--- src/hw/rtl/scsp_div.sv ---
// Pipelined restoring divider giving clamp(num/den, 0, 1) in Q1.FB, truncated.
// No dependencies; entry stage settles clamps, then one quotient bit per stage.
module scsp_div #(
  parameter int NW = 16,
  parameter int QW = 17
) (
  input  logic                 clk_i,
  input  logic                 en_i,
  input  logic signed [NW-1:0] num_i,
  input  logic signed [NW-1:0] den_i,
  output logic [QW-1:0]        q_o
);

  localparam int FB = QW - 1;

  logic [NW-1:0] rem_q  [FB+1];
  logic [NW-1:0] den_q  [FB+1];
  logic [FB-1:0] quo_q  [FB+1];
  logic          zero_q [FB+1];
  logic          one_q  [FB+1];
  logic          num_le0;
  logic          num_ge;

  // Entry stage: settle the clamped cases before the bit steps.
  assign num_le0 = num_i[NW-1] || (num_i == '0);
  assign num_ge  = (num_i >= den_i);

  always_ff @(posedge clk_i) begin
    if (en_i) begin
      rem_q[0]  <= num_i;
      den_q[0]  <= den_i;
      quo_q[0]  <= '0;
      zero_q[0] <= num_le0;
      one_q[0]  <= !num_le0 && num_ge;
    end
  end

  // One shift-and-subtract step per stage; the remainder stays below den.
  for (genvar k = 1; k <= FB; k++) begin : g_step
    logic [NW-1:0] dbl;
    logic          fit;

    assign dbl = {rem_q[k-1][NW-2:0], 1'b0};
    assign fit = (dbl >= den_q[k-1]);

    always_ff @(posedge clk_i) begin
      if (en_i) begin
        rem_q[k]  <= fit ? (dbl - den_q[k-1]) : dbl;
        den_q[k]  <= den_q[k-1];
        quo_q[k]  <= {quo_q[k-1][FB-2:0], fit};
        zero_q[k] <= zero_q[k-1];
        one_q[k]  <= one_q[k-1];
      end
    end
  end

  assign q_o = one_q[FB]  ? {1'b1, {FB{1'b0}}} :
               zero_q[FB] ? '0 : {1'b0, quo_q[FB]};

endmodule

--- config.mk ---
export PLATFORM = sky130hd
export DESIGN_NAME = scsp_div
export DESIGN_NICKNAME = d
export VERILOG_FILES = /design/src/hw/rtl/scsp_div.sv
export SDC_FILE = /design/constraint.sdc
export NUM_CORES = 1
export LEC_CHECK = 0
export ABC_AREA = 1
export BUFFER_PORTS_ARGS = -buffer_cell sky130_fd_sc_hd__buf_2
export CAP_MARGIN = 5
export CORE_MARGIN = 10
export CORE_UTILIZATION = 50
export DETAILED_ROUTE_END_ITERATION = 8
export GPL_ROUTABILITY_DRIVEN = 0
export PLACE_DENSITY = 0.68
export RECOVER_POWER = 25
export SYNTH_ARGS = -nofsm -noshare
export SYNTH_HDL_FRONTEND = slang
export SYNTH_SLANG_ARGS = --single-unit
--- constraint.sdc ---
create_clock -name clk_i -period 3.41 [get_ports clk_i]
set_input_delay 0.682 -clock clk_i [delete_from_list [all_inputs] [get_ports clk_i]]
set_output_delay 0.682 -clock clk_i [all_outputs]
set_load 0.03 [all_outputs]
# After elaboration in Yosys (flattened, before gate mapping)
# Memories as Yosys holds them, arrays and structs flattened.
# Cells that the tools add are included.
# word_totals
reg_bits,0
ramBits,850
wordCells,62
n_memories,5
inputBits,34
out_inout_bits,17
# classes
reduce_logical,4
n_mux,20
add_sub_neg,16
n_lt_le_gt_ge,17
# mem_list
name,depth,width,rd,rd_ports_with_merged_regs,write_ports,line,source
den_q,17,16,16,0,17,17,logic [NW-1:0] den_q [FB+1];
quo_q,17,16,17,0,17,18,logic [FB-1:0] quo_q [FB+1];
rem_q,17,16,16,0,17,16,logic [NW-1:0] rem_q [FB+1];
one_q,17,1,17,0,17,20,logic one_q [FB+1];
zero_q,17,1,17,0,17,19,logic zero_q [FB+1];
# op_table
cell,n
$ge 16x16->1,17
$mux 16,17
$sub 16x16->16,16
$mux 17,1
$logic_not 16->1,1
$mux 1,2
$logic_and 1x1->1,1
$logic_not 1->1,1
$logic_or 1x1->1,1

# Logic depth before layout (Yosys ltp)
# logic_depth
ltp_word,4
mapped_depth,14
ltp_nobuf,13

# Worst setup path after synthesis
# OpenSTA, ideal clock, no wires.
# synth_path
path_type,flip-flop to output port
startpoint,memory one_q[16][0] (netlist: one_q[2][0])
endpoint,output q_o[10]
path_stages_with_launch,5
arrival_ns,1.624
slack_ns,1.104
required_ns,2.728
path_buffers,2
cell_sequence,edfxtp_1 -> or2_2 -> clkbuf_1 -> clkbuf_1 -> nor2_1
# synth_lines
element,line,source
"start, declared",20,
"end, declared",11,output logic [QW-1:0] q_o

==> metrics.txt <==
core area=between 0.07 and 0.08 mm2; routed wire length=between 70,000 and 80,000 um; Final nets=between 4,000 and 5,000; Yosys reg bits=between 600 and 700; status=finished, final reports clean; hold path cells=1; asr flop ratio synth=0; CTS tree=done; CTS Root Cell=clkbuf_16; worst skew pair latency=between 0.6 and 0.7 ns; largest net degree at the start of global routing=86; clock-pin slew on the worst setup and hold paths=0.06 ns; Fill cells=6,447; Mean Syn Cell Area=about 10 um2; Util after Layout=0.552; detailed-route via count=approximately 25,000; syn_nets=3,995; GRT met3 Usage=0.0287; cells along the critical path=or2_2 > nor2_1 > buf_2; first-pass GRT wire length=around 120,000 um; type of the most critical hold path=primary input to flip-flop; RSZ-0062 raised after global routing=false; Post-synth EDFFs=between 600 and 700; ANT cells=0; sw frac=0.379; combinational cell fraction of total power=0.399; cell count of the worst reg-to-reg path=9; number of global-route vias before repair=between 20,000 and 25,000; leak pwr=18.1 nW; overall global routing resource usage=0.174; final setup violation count=0; Die ar.=approximately 0.086 mm2; hold_buf cts=0; CP max-delay cell=or2_2; First DRT Iteration DRCs=between 1,000 and 1,500; Critical Path RT=2.73 ns; r2r setup slk=~1.0 ns; sequential power share=0.363; multi-input logic area=around 0.015 mm2; ys flop type=edfxtp_1; met1 Use GR=0.218; input/output buffers=50; Syn Inst Count=about 3,700; final hold violations=0; crit path capture type=output pin; R2R Path Start=den_q[0][151]; H-tree depth=3; I/O pin count=51; Sequential Area=around 0.020 mm2; Hold Path End=den_q[0][7]; Cell Int Power=about 0.021 W; Max-Cap Viols=0; DRC viols=0; TNS Setup=0 ns; commonest cells after routing, fill and taps aside=nand2_1, edfxtp_1, inv_1; crit share post-route=0.772; Initial Util=0.503; Most Crowded Layer GR=met2; post-synth cell types=42; DR vias/cell=around 5.1; grt met2 use=0.304; Final HPWL DP=approximately 57,000 um; Post-CTS Setup Repair Bufs=0; Die Y=a little under 300 um; layout cells sized above 1=0.134; Max Fanout on Critical Path=16; Synth Warn #=0; CTS buffer count=74; DIE WIDTH=roughly 290 um; Placement Rows=100; Setup crit start kind=flip-flop; CP peak stage delay=0.50 ns; Pwr Density=837 mW/mm2; critical path's top delay family=simple AND/OR/NAND/NOR gates; Worst Path Buf+Inv=1; Overflow after GRT=0; post-CTS sizing=0; Clock Skew=between 0.03 and 0.04 ns; Post-Syn Area=~0.037 mm2; clock network fraction of design power=0.238; Max Slew Vio Count=0; maximum vdd drop=0.000439 V; FF-to-FF End=rem_q[0][169]; Worst slew margin=0.634; Sw Pwr=about 0.013 W; most common cell after layout, fill and taps aside=nand2_1; crit path DAT=1.95 ns; critical setup path kind=flip-flop to output pin; Worst Tran Pin Value=0.549 ns; Final Critical Period=2.63 ns; sequential share of the synthesized area=0.536; Hold Path Origin=den_i[7]; initial antenna violation count=0; number of clock sinks=between 600 and 700; drt first pass iters=5; Area Growth Syn to Fin=9.83%; DR WL/cell=15.6 um; upper clock frequency limit=roughly 380 MHz; Final ANT Viol Nets=0; clock buffer depth=3
## registers in the layout, indices dropped and copies added, names as in the netlist
register	flops
quo_q	136
rem_q	240
one_q	17
zero_q	17
den_q	256
## synth_stat cells, types with 29 or more instances
master | instances | area (um2)
a21oi_2 | 33 | 289
a21oi_1 | 153 | 766
nand2_2 | 91 | 569
nand3b_1 | 63 | 473
nand3_1 | 216 | 1080
xnor2_1 | 90 | 788
o21ai_2 | 105 | 920
o21ai_0 | 36 | 180
nor2_2 | 41 | 257
edfxtp_1 | 666 | 20000
nor2_1 | 172 | 646
inv_1 | 516 | 1940
nand4_1 | 29 | 181
nand2_1 | 967 | 3630
ha_1 | 271 | 3390
## cell type report
class / instances / area share
clock buffer: 88 / 0.0475
clock inverter: 47 / 0.0130
inverter: 533 / 0.0499
multi-input combinational: 2444 / 0.361
sequential: 666 / 0.488
tap: 969 / 0.0296
timing repair buffer: 64 / 0.0109
## power groups by stage
stage | registers (W) | clock network (W) | logic [W]
after floorplan | 0.0121 | 0 | 0.0114
after global placement | 0.0126 | 0 | 0.0134
after detailed placement | 0.0126 | 0 | 0.0136
after CTS | 0.0125 | 0.00837 | 0.0137
after global routing | 0.0126 | 0.00871 | 0.0155
final | 0.0125 | 0.00815 | 0.0137
## kinds of logic (layout without fill, tap and decap cells)
group	Yosys count	in the layout	share of synthesized area
compound gates	385	385	0.0691
fa+ha+maj	286	286	0.0989
buf+inv	565	732	0.0674
xor+xnor	105	105	0.0246
simple gates	1668	1668	0.204
flops	666	666	0.536
## through the flow
step / setup slack (ns) / hold WS (ns) / cell area (um2) / cells / total power, W
after floorplan: 1.10 / 0.400 / 37300 / 3675 / 0.0235
after global placement: 1.10 / 0.401 / 38500 / 4676 / 0.0260
after detailed placement: 1.08 / 0.405 / 38500 / 4676 / 0.0262
after CTS: 0.652 / 0.226 / 41000 / 4811 / 0.0345
after global routing: 0.636 / 0.230 / 41000 / 4811 / 0.0368
final: 0.778 / 0.260 / 41000 / 4811 / 0.0343
## worst max-delay path by stage
stage             startpoint            end  slack [ns]  depth (start not counted)
3_5_place_dp     rem_q[0][8]   rem_q[0][22]        1.08                          7
3_3_place_gp   den_q[0][151]  rem_q[0][169]        1.10                          9
2_1_floorplan    one_q[2][0]        q_o[10]        1.10                          4
4_1_cts          one_q[2][0]         q_o[7]        0.65                          3
5_1_grt          one_q[2][0]         q_o[7]        0.64                          3
6_report         one_q[2][0]         q_o[7]        0.78                          3
## metal layers
layer / up-vias / wire (um)
li1: 12600 / -
met2: 553 / 36300
met1: 11400 / 33200
met4: 0 / 2000
met5: - / 0
met3: 120 / 3390
Note: power is estimated with default switching activity, not from simulation.
